### src/design/ttup_pkg.sv
`timescale 1ns / 1ps

package ttup_pkg;

  localparam int VALUE_BITS     = 64;
  localparam int MAX_STRING_LEN = 65535;
  localparam int POS_BITS       = 16;
  localparam int BASE_BITS      = 6;
  localparam int CHAR_BITS      = 8;
  localparam int PROD_BITS      = VALUE_BITS + BASE_BITS;

  localparam logic [BASE_BITS-1:0] NOT_A_DIGIT = '1;
  localparam logic [BASE_BITS-1:0] BASE_AUTO   = BASE_BITS'(0);
  localparam logic [BASE_BITS-1:0] BASE_ONE    = BASE_BITS'(1);
  localparam logic [BASE_BITS-1:0] BASE_OCT    = BASE_BITS'(8);
  localparam logic [BASE_BITS-1:0] BASE_DEC    = BASE_BITS'(10);
  localparam logic [BASE_BITS-1:0] BASE_HEX    = BASE_BITS'(16);
  localparam logic [BASE_BITS-1:0] BASE_MAX    = BASE_BITS'(36);

  localparam logic [CHAR_BITS-1:0] CH_SPACE = 8'h20;
  localparam logic [CHAR_BITS-1:0] CH_TAB   = 8'h09;
  localparam logic [CHAR_BITS-1:0] CH_LF    = 8'h0A;
  localparam logic [CHAR_BITS-1:0] CH_VT    = 8'h0B;
  localparam logic [CHAR_BITS-1:0] CH_FF    = 8'h0C;
  localparam logic [CHAR_BITS-1:0] CH_CR    = 8'h0D;
  localparam logic [CHAR_BITS-1:0] CH_PLUS  = 8'h2B;
  localparam logic [CHAR_BITS-1:0] CH_MINUS = 8'h2D;
  localparam logic [CHAR_BITS-1:0] CH_ZERO  = 8'h30;
  localparam logic [CHAR_BITS-1:0] CH_NINE  = 8'h39;
  localparam logic [CHAR_BITS-1:0] CH_UA    = 8'h41;
  localparam logic [CHAR_BITS-1:0] CH_UZ    = 8'h5A;
  localparam logic [CHAR_BITS-1:0] CH_LA    = 8'h61;
  localparam logic [CHAR_BITS-1:0] CH_LZ    = 8'h7A;
  localparam logic [CHAR_BITS-1:0] CH_UX    = 8'h58;
  localparam logic [CHAR_BITS-1:0] CH_LX    = 8'h78;
  localparam logic [CHAR_BITS-1:0] CH_UA_OFS = CH_UA - 8'd10;
  localparam logic [CHAR_BITS-1:0] CH_LA_OFS = CH_LA - 8'd10;

  typedef struct packed {
    logic                 blank;
    logic                 minus;
    logic                 plus;
    logic                 zero;
    logic                 x_mark;
    logic [BASE_BITS-1:0] digit;
  } char_class_t;

endpackage

### src/design/ttup_char_class.sv
`timescale 1ns / 1ps

module ttup_char_class (
  input  logic [ttup_pkg::CHAR_BITS-1:0] ch,
  output ttup_pkg::char_class_t          cls
);

  logic [ttup_pkg::CHAR_BITS-1:0] diff;

  always_comb begin
    diff = '0;
    cls.blank = (ch == ttup_pkg::CH_SPACE) || (ch == ttup_pkg::CH_TAB) ||
                (ch == ttup_pkg::CH_LF) || (ch == ttup_pkg::CH_VT) ||
                (ch == ttup_pkg::CH_FF) || (ch == ttup_pkg::CH_CR);
    cls.minus  = (ch == ttup_pkg::CH_MINUS);
    cls.plus   = (ch == ttup_pkg::CH_PLUS);
    cls.zero   = (ch == ttup_pkg::CH_ZERO);
    cls.x_mark = (ch == ttup_pkg::CH_LX) || (ch == ttup_pkg::CH_UX);
    cls.digit  = ttup_pkg::NOT_A_DIGIT;
    if (ch >= ttup_pkg::CH_ZERO && ch <= ttup_pkg::CH_NINE) begin
      diff = ch - ttup_pkg::CH_ZERO;
      cls.digit = diff[ttup_pkg::BASE_BITS-1:0];
    end else if (ch >= ttup_pkg::CH_UA && ch <= ttup_pkg::CH_UZ) begin
      diff = ch - ttup_pkg::CH_UA_OFS;
      cls.digit = diff[ttup_pkg::BASE_BITS-1:0];
    end else if (ch >= ttup_pkg::CH_LA && ch <= ttup_pkg::CH_LZ) begin
      diff = ch - ttup_pkg::CH_LA_OFS;
      cls.digit = diff[ttup_pkg::BASE_BITS-1:0];
    end
  end

endmodule

### src/design/ttup_parse_core.sv
`timescale 1ns / 1ps

module ttup_parse_core (
  input  logic                                clk,
  input  logic                                rst,
  input  logic                                step,
  input  logic [ttup_pkg::CHAR_BITS-1:0]      step_char,
  input  logic                                step_start,
  input  logic [ttup_pkg::BASE_BITS-1:0]      cfg_base,
  output logic                                res_valid,
  input  logic                                res_ready,
  output logic [ttup_pkg::VALUE_BITS-1:0]     res_value,
  output logic [ttup_pkg::POS_BITS-1:0]       res_end,
  output logic                                res_over,
  output logic                                res_nodig
);

  typedef enum logic [2:0] {
    PH_IDLE, PH_LEAD, PH_SIGNED, PH_ZERO, PH_PREFIX, PH_DIGITS, PH_DONE
  } phase_t;

  typedef enum logic [1:0] {ST_NONE, ST_TAKEN, ST_OVER} status_t;

  phase_t                              phase, phase_next;
  status_t                             status, status_next;
  logic [ttup_pkg::VALUE_BITS-1:0]     acc, acc_next;
  logic                                minus, minus_next;
  logic [ttup_pkg::BASE_BITS-1:0]      base, base_next;
  logic [ttup_pkg::POS_BITS-1:0]       pos, pos_next;

  logic [ttup_pkg::POS_BITS-1:0]       pos_cur;
  logic [ttup_pkg::CHAR_BITS-1:0]      eff_char;
  ttup_pkg::char_class_t               cls;
  phase_t                              work_phase;
  logic                                do_first, do_digit, do_take, do_finish;
  logic [ttup_pkg::POS_BITS-1:0]       fin_end;
  logic [ttup_pkg::PROD_BITS-1:0]      prod;

  logic                                emit;
  logic [ttup_pkg::VALUE_BITS-1:0]     out_value;
  logic [ttup_pkg::POS_BITS-1:0]       out_end;
  logic                                out_over, out_nodig;

  assign pos_cur  = step_start ? '0 : pos;
  assign eff_char = (pos_cur >= ttup_pkg::POS_BITS'(ttup_pkg::MAX_STRING_LEN)) ? '0 : step_char;

  ttup_char_class u_class (
    .ch  (eff_char),
    .cls (cls)
  );

  always_comb begin
    phase_next  = phase;
    status_next = status;
    acc_next    = acc;
    minus_next  = minus;
    base_next   = base;
    pos_next    = pos;
    work_phase  = phase;
    do_first    = 1'b0;
    do_digit    = 1'b0;
    do_take     = 1'b0;
    do_finish   = 1'b0;
    fin_end     = pos_cur;
    prod        = '0;
    emit        = 1'b0;
    out_value   = '0;
    out_end     = '0;
    out_over    = 1'b0;
    out_nodig   = 1'b0;

    if (step_start) begin
      phase_next  = PH_LEAD;
      work_phase  = PH_LEAD;
      status_next = ST_NONE;
      acc_next    = '0;
      minus_next  = 1'b0;
      base_next   = cfg_base;
      pos_next    = '0;
    end

    if (!step_start && (phase == PH_IDLE || phase == PH_DONE)) begin
      work_phase = phase;
    end else if (step_start && (cfg_base == ttup_pkg::BASE_ONE ||
                                cfg_base > ttup_pkg::BASE_MAX)) begin
      do_finish = 1'b1;
      fin_end   = '0;
    end else begin
      pos_next = pos_cur + 1'b1;
      unique case (work_phase)
        PH_LEAD: begin
          if (cls.blank) begin
            phase_next = PH_LEAD;
          end else if (cls.minus) begin
            minus_next = 1'b1;
            phase_next = PH_SIGNED;
          end else if (cls.plus) begin
            phase_next = PH_SIGNED;
          end else begin
            do_first = 1'b1;
          end
        end
        PH_SIGNED: do_first = 1'b1;
        PH_ZERO: begin
          if (cls.x_mark) begin
            base_next  = ttup_pkg::BASE_HEX;
            phase_next = PH_PREFIX;
          end else begin
            if (base_next == ttup_pkg::BASE_AUTO) begin
              base_next = ttup_pkg::BASE_OCT;
            end
            phase_next = PH_DIGITS;
            do_digit   = 1'b1;
          end
        end
        PH_PREFIX: begin
          if (cls.digit < ttup_pkg::BASE_HEX) begin
            phase_next = PH_DIGITS;
            do_take    = 1'b1;
          end else begin
            do_finish = 1'b1;
            fin_end   = pos_cur - 1'b1;
          end
        end
        PH_DIGITS: do_digit = 1'b1;
        default: phase_next = PH_IDLE;
      endcase

      if (do_first) begin
        if (cls.zero && (base_next == ttup_pkg::BASE_AUTO ||
                         base_next == ttup_pkg::BASE_HEX)) begin
          status_next = ST_TAKEN;
          acc_next    = '0;
          phase_next  = PH_ZERO;
        end else begin
          if (base_next == ttup_pkg::BASE_AUTO) begin
            base_next = ttup_pkg::BASE_DEC;
          end
          phase_next = PH_DIGITS;
          do_digit   = 1'b1;
        end
      end

      if (do_digit) begin
        if (cls.digit < base_next) begin
          do_take = 1'b1;
        end else begin
          do_finish = 1'b1;
        end
      end

      if (do_take && status_next != ST_OVER) begin
        prod = ttup_pkg::PROD_BITS'(acc_next) * ttup_pkg::PROD_BITS'(base_next)
             + ttup_pkg::PROD_BITS'(cls.digit);
        if (prod[ttup_pkg::PROD_BITS-1:ttup_pkg::VALUE_BITS] != '0) begin
          status_next = ST_OVER;
        end else begin
          acc_next    = prod[ttup_pkg::VALUE_BITS-1:0];
          status_next = ST_TAKEN;
        end
      end
    end

    if (do_finish) begin
      emit       = 1'b1;
      phase_next = PH_DONE;
      case (status_next)
        ST_NONE: out_nodig = 1'b1;
        ST_OVER: begin
          out_value = '1;
          out_end   = fin_end;
          out_over  = 1'b1;
        end
        default: begin
          out_value = minus_next ? ('0 - acc) : acc;
          out_end   = fin_end;
        end
      endcase
    end
  end

  always_ff @(posedge clk) begin
    if (rst) begin
      phase     <= PH_IDLE;
      status    <= ST_NONE;
      acc       <= '0;
      minus     <= 1'b0;
      base      <= '0;
      pos       <= '0;
      res_valid <= 1'b0;
    end else begin
      if (step) begin
        phase  <= phase_next;
        status <= status_next;
        acc    <= acc_next;
        minus  <= minus_next;
        base   <= base_next;
        pos    <= pos_next;
      end
      if (step && emit) begin
        res_valid <= 1'b1;
        res_value <= out_value;
        res_end   <= out_end;
        res_over  <= out_over;
        res_nodig <= out_nodig;
      end else if (res_ready) begin
        res_valid <= 1'b0;
      end
    end
  end

endmodule

### src/design/text_to_unsigned_parser.sv
`timescale 1ns / 1ps

// Channel   Handshake               Payload
// input     in_valid / in_ready     char_in, start_req
// output    out_valid / out_ready   value, end_offset, overflowed, no_digits
// config    cfg_valid / cfg_ready   number_base
//
// One character is taken per cycle unless the output stalls; a request passes an input
// register, then the parse step: one multiply-add by the base with its overflow check.
// out_valid is registered and rises when the parse step takes the ending character.
// Reset is synchronous and sets the base register to 10 and the parser to idle.
// A stalled output holds the next character in the input register.

module text_to_unsigned_parser (
  input  logic                                clk,
  input  logic                                rst,
  input  logic                                in_valid,
  output logic                                in_ready,
  input  logic [ttup_pkg::CHAR_BITS-1:0]      char_in,
  input  logic                                start_req,
  output logic                                out_valid,
  input  logic                                out_ready,
  output logic [ttup_pkg::VALUE_BITS-1:0]     value,
  output logic [ttup_pkg::POS_BITS-1:0]       end_offset,
  output logic                                overflowed,
  output logic                                no_digits,
  input  logic                                cfg_valid,
  output logic                                cfg_ready,
  input  logic [ttup_pkg::BASE_BITS-1:0]      number_base
);

  logic                              s1_valid;
  logic [ttup_pkg::CHAR_BITS-1:0]    s1_char;
  logic                              s1_start;
  logic                              advance;
  logic [ttup_pkg::BASE_BITS-1:0]    base_reg;

  assign cfg_ready = 1'b1;
  assign advance   = s1_valid && (!out_valid || out_ready);
  assign in_ready  = !s1_valid || advance;

  always_ff @(posedge clk) begin
    if (rst) begin
      s1_valid <= 1'b0;
      base_reg <= ttup_pkg::BASE_DEC;
    end else begin
      if (cfg_valid) begin
        base_reg <= number_base;
      end
      if (in_valid && in_ready) begin
        s1_valid <= 1'b1;
        s1_char  <= char_in;
        s1_start <= start_req;
      end else if (advance) begin
        s1_valid <= 1'b0;
      end
    end
  end

  ttup_parse_core u_core (
    .clk        (clk),
    .rst        (rst),
    .step       (advance),
    .step_char  (s1_char),
    .step_start (s1_start),
    .cfg_base   (base_reg),
    .res_valid  (out_valid),
    .res_ready  (out_ready),
    .res_value  (value),
    .res_end    (end_offset),
    .res_over   (overflowed),
    .res_nodig  (no_digits)
  );

endmodule

### config.mk
export PLATFORM = sky130hd
export DESIGN_NAME = text_to_unsigned_parser
export DESIGN_NICKNAME = d
export VERILOG_FILES = /design/src/design/ttup_pkg.sv /design/src/design/ttup_char_class.sv /design/src/design/ttup_parse_core.sv /design/src/design/text_to_unsigned_parser.sv
export SDC_FILE = /design/constraint.sdc
export NUM_CORES = 1
export LEC_CHECK = 0
export BUFFER_PORTS_ARGS = -buffer_cell sky130_fd_sc_hd__buf_4
export CAP_MARGIN = 20
export CORE_ASPECT_RATIO = 1.1
export CORE_MARGIN = 5
export CORE_UTILIZATION = 45
export CTS_CLUSTER_DIAMETER = 80
export DETAILED_ROUTE_END_ITERATION = 12
export HOLD_SLACK_MARGIN = 0.1
export PLACE_DENSITY = 0.64
export SYNTH_ARGS = -nofsm -noshare
export SYNTH_HDL_FRONTEND = slang
export SYNTH_SLANG_ARGS = --single-unit
### constraint.sdc
create_clock -name clk -period 33.4 [get_ports clk]
set_clock_uncertainty 0.2 [all_clocks]
set_input_delay 6.68 -clock clk [delete_from_list [all_inputs] [get_ports clk]]
set_output_delay 6.68 -clock clk [all_outputs]
set_load 0.02 [all_outputs]
==> results.md <==
* Total GRT Usage at 0.226
* Antenna violations before repair at 1
* Largest net degree at the start of global routing at 65
* Post-synth EDFFs at 91
* Leak pwr at 11.5 nW
* Area delta synth->final at 6.89%
* Crit path max fanout at 3
* Hold endpoint: u_core.minus$_SDFFE_PP0P_
* Routed wire length at ~65,000 µm
* Via/cell ratio at 5.96
* MaxCap Viol Count at 0
* Highest-count cells in the layout ignoring fill and taps: and2_1, fa_1, ha_1
* Syn nets at roughly 3,000
* IO buf count at a little over 100
* Wire length per cell at 20.4 µm
* R2R depth at 38
* PostCTS Resize Cnt at 0
* Final TNS setup at 0 ns
* Worst reg2reg path endpoint: u_core.res_value[22]$_SDFFCE_PN0P_
* Vias in the first global route at slightly below 20,000
* Max IR drop VDD at roughly 34 µV
* Worst skew pair latency at roughly 0.47 ns
* Starting Density at 0.456
* Die area at 56,800 µm²
* Setup violators final at 0
* Routability Congestion at 0.911
* Clock sinks at 191
* FF+latch count, synth at ~190
* Pins Over Slew Limit at 0
* WHS Path Cells at 2
* Worst r2r src: s1_start$_DFFE_PP_
* First-pass GRT wire length at roughly 110,000 µm
* Mapped cell area at 23,500 µm²
* Total number of vias at 18,847
* Hold path startpoint: u_core.minus$_SDFFE_PP0P_
* Req. time, crit path at between 20 and 30 ns
* H-tree levels at 4
* Synth cell types at slightly below 100
* Reg2reg setup slack at 20.56 ns
* Cell mode on critical path: buf_4
* Drt pass-1 iters at 5
* Crit path kind: input port to output port
* # rows at 87
* Final Core Density at 0.487
* Critical path arrival at between 7 and 8 ns
* Drt initial violations at 1,291
* TritonCTS Buffers at 17
* Detail Route Antenna Nets at 0
* Crit-path cells: buf_4 > nand3b_1 > buf_4
* Clk buf depth at 2
* Yosys warnings at 0
* Top_reg_cell synth: dfxtp_1
* Actual slew at the worst max-slew pin at 1.05 ns
* GR Overflow Total at 0
* Pwr dens at 21.7 nW/µm²
* Residual DRC at 0
* Nets at ~3,000
* Top Registers: u_core.acc x64, u_core.res_value x64
* Core ar. at 51,500 µm²
* Ys async rst share at 0
* CTS root buf: clkbuf_16
* Ant diodes at 0
* CP max stage cell: nand3b_1
* Max Clock Freq at 71.3 MHz
* Fin. Hold Viols at 0
* CP peak stage delay at 0.18 ns
* Fin crit period at 14.03 ns
* Hold WC Path Type: flip-flop to flip-flop
* Syn_area_per_cell at 9.28 µm²
* Dpl hpwl at 48,200 µm
* Die W at 228 µm
* # hold bufs at CTS at 0
* Commonest non-fill, non-tap cell in the layout: and2_1
* CP endpoint kind: output port
* CTS tree: yes
* Register area share after synthesis at 0.202
* Post-CTS Setup Bufs at 0
* Clock Pin Slew Worst Setup and Hold Paths at 0.08 ns
* Period utilisation layout at 0.420
* RSZ-0062 raised after global routing: no
* IO Pins at 105
* Die height at 250 µm
* Fill count at between 4,000 and 5,000
* Startpoint class of the critical path: input port
* Share of cells above drive strength 1 at 0.116
* Status: finished, final reports clean
* Slew headroom at 0.295
* Synth Instances at between 2,000 and 3,000
-- through the flow --
stage | worst slack [ns] | std cells | total power, mW | hold WS (ns) | instance area [µm²]
4_1_cts | 19.36 | 3163 | 0.547 | 0.275 | 25100
3_3_place_gp | 19.37 | 3131 | 0.331 | 0.246 | 24500
5_1_grt | 19.33 | 3163 | 0.562 | 0.300 | 25100
3_5_place_dp | 19.37 | 3131 | 0.332 | 0.264 | 24500
6_report | 19.37 | 3163 | 0.544 | 0.275 | 25100
2_1_floorplan | 19.56 | 2529 | 0.310 | 0.237 | 23500
-- cell type report --
| cell class | instances | area [µm²] | area share |
|---|---|---|---|
| multi-input cells | 2056 | 17600 | 0.703 |
| flip-flops and latches | 191 | 4730 | 0.189 |
| repair buffers | 122 | 916 | 0.0365 |
| well taps | 667 | 835 | 0.0333 |
| clock buffers | 18 | 450 | 0.0179 |
| inverters | 95 | 357 | 0.0142 |
| clock inverters | 14 | 158 | 0.00628 |
-- worst max-delay path: cells and delay by family --
| kind | cells | cell delay, ns |
|---|---|---|
| buffers and inverters | 2 | 0.29 |
| and+or+nand+nor | 1 | 0.18 |
-- synthesized netlist by cell type (all sizes together), types with 21 or more instances --
library cell | count | area [µm²]
nand2 | 156 | 596
clkbuf | 150 | 563
nand3 | 29 | 145
a21oi | 207 | 1280
and2 | 354 | 2210
nand4 | 35 | 231
dfxtp | 100 | 2000
edfxtp | 91 | 2730
buf | 37 | 239
nor4 | 21 | 168
fa | 252 | 5040
ha | 164 | 2050
nor2 | 136 | 543
xnor2 | 59 | 517
nor3 | 52 | 260
o21ai | 109 | 546
xor2 | 76 | 666
inv | 95 | 357
a22o | 64 | 561
and3 | 25 | 156
a21o | 35 | 263
-- kinds of logic after synthesis --
| kind of cell | Yosys count | share of synthesized area |
|---|---|---|
| AOI/OAI and AO/OA | 591 | 0.178 |
| DFF | 191 | 0.202 |
| adders and majority gates | 416 | 0.302 |
| and+or+nand+nor | 896 | 0.211 |
| buffers and inverters | 282 | 0.0493 |
| xor gates and xnor gates | 135 | 0.0504 |
| other | 1 | 0.000160 |
| muxes | 17 | 0.00751 |
-- per-layer routing --
layer  vias up  wire [µm]  track usage
li1       8695          -            -
met1      9532      28500        0.303
met2       527      31500        0.387
met3        93       3120       0.0315
met4         0       1450       0.0605
met5         -          0            0
-- worst max path at each step --
stage / start / to / slack [ns]
global placement: out_ready / in_ready / 19.37
global route: out_ready / in_ready / 19.33
detailed placement: out_ready / in_ready / 19.37
CTS: out_ready / in_ready / 19.36
finish: out_ready / in_ready / 19.37
floorplan: out_ready / in_ready / 19.56
-- power by group --
group          switching (mW)  leakage [nW]  internal, mW
logic                  0.0510          9.54        0.0214
registers             0.00408          1.69         0.251
clock network           0.111         0.292         0.105
total                   0.166          11.5         0.377
(Power assumes the default switching activity.)
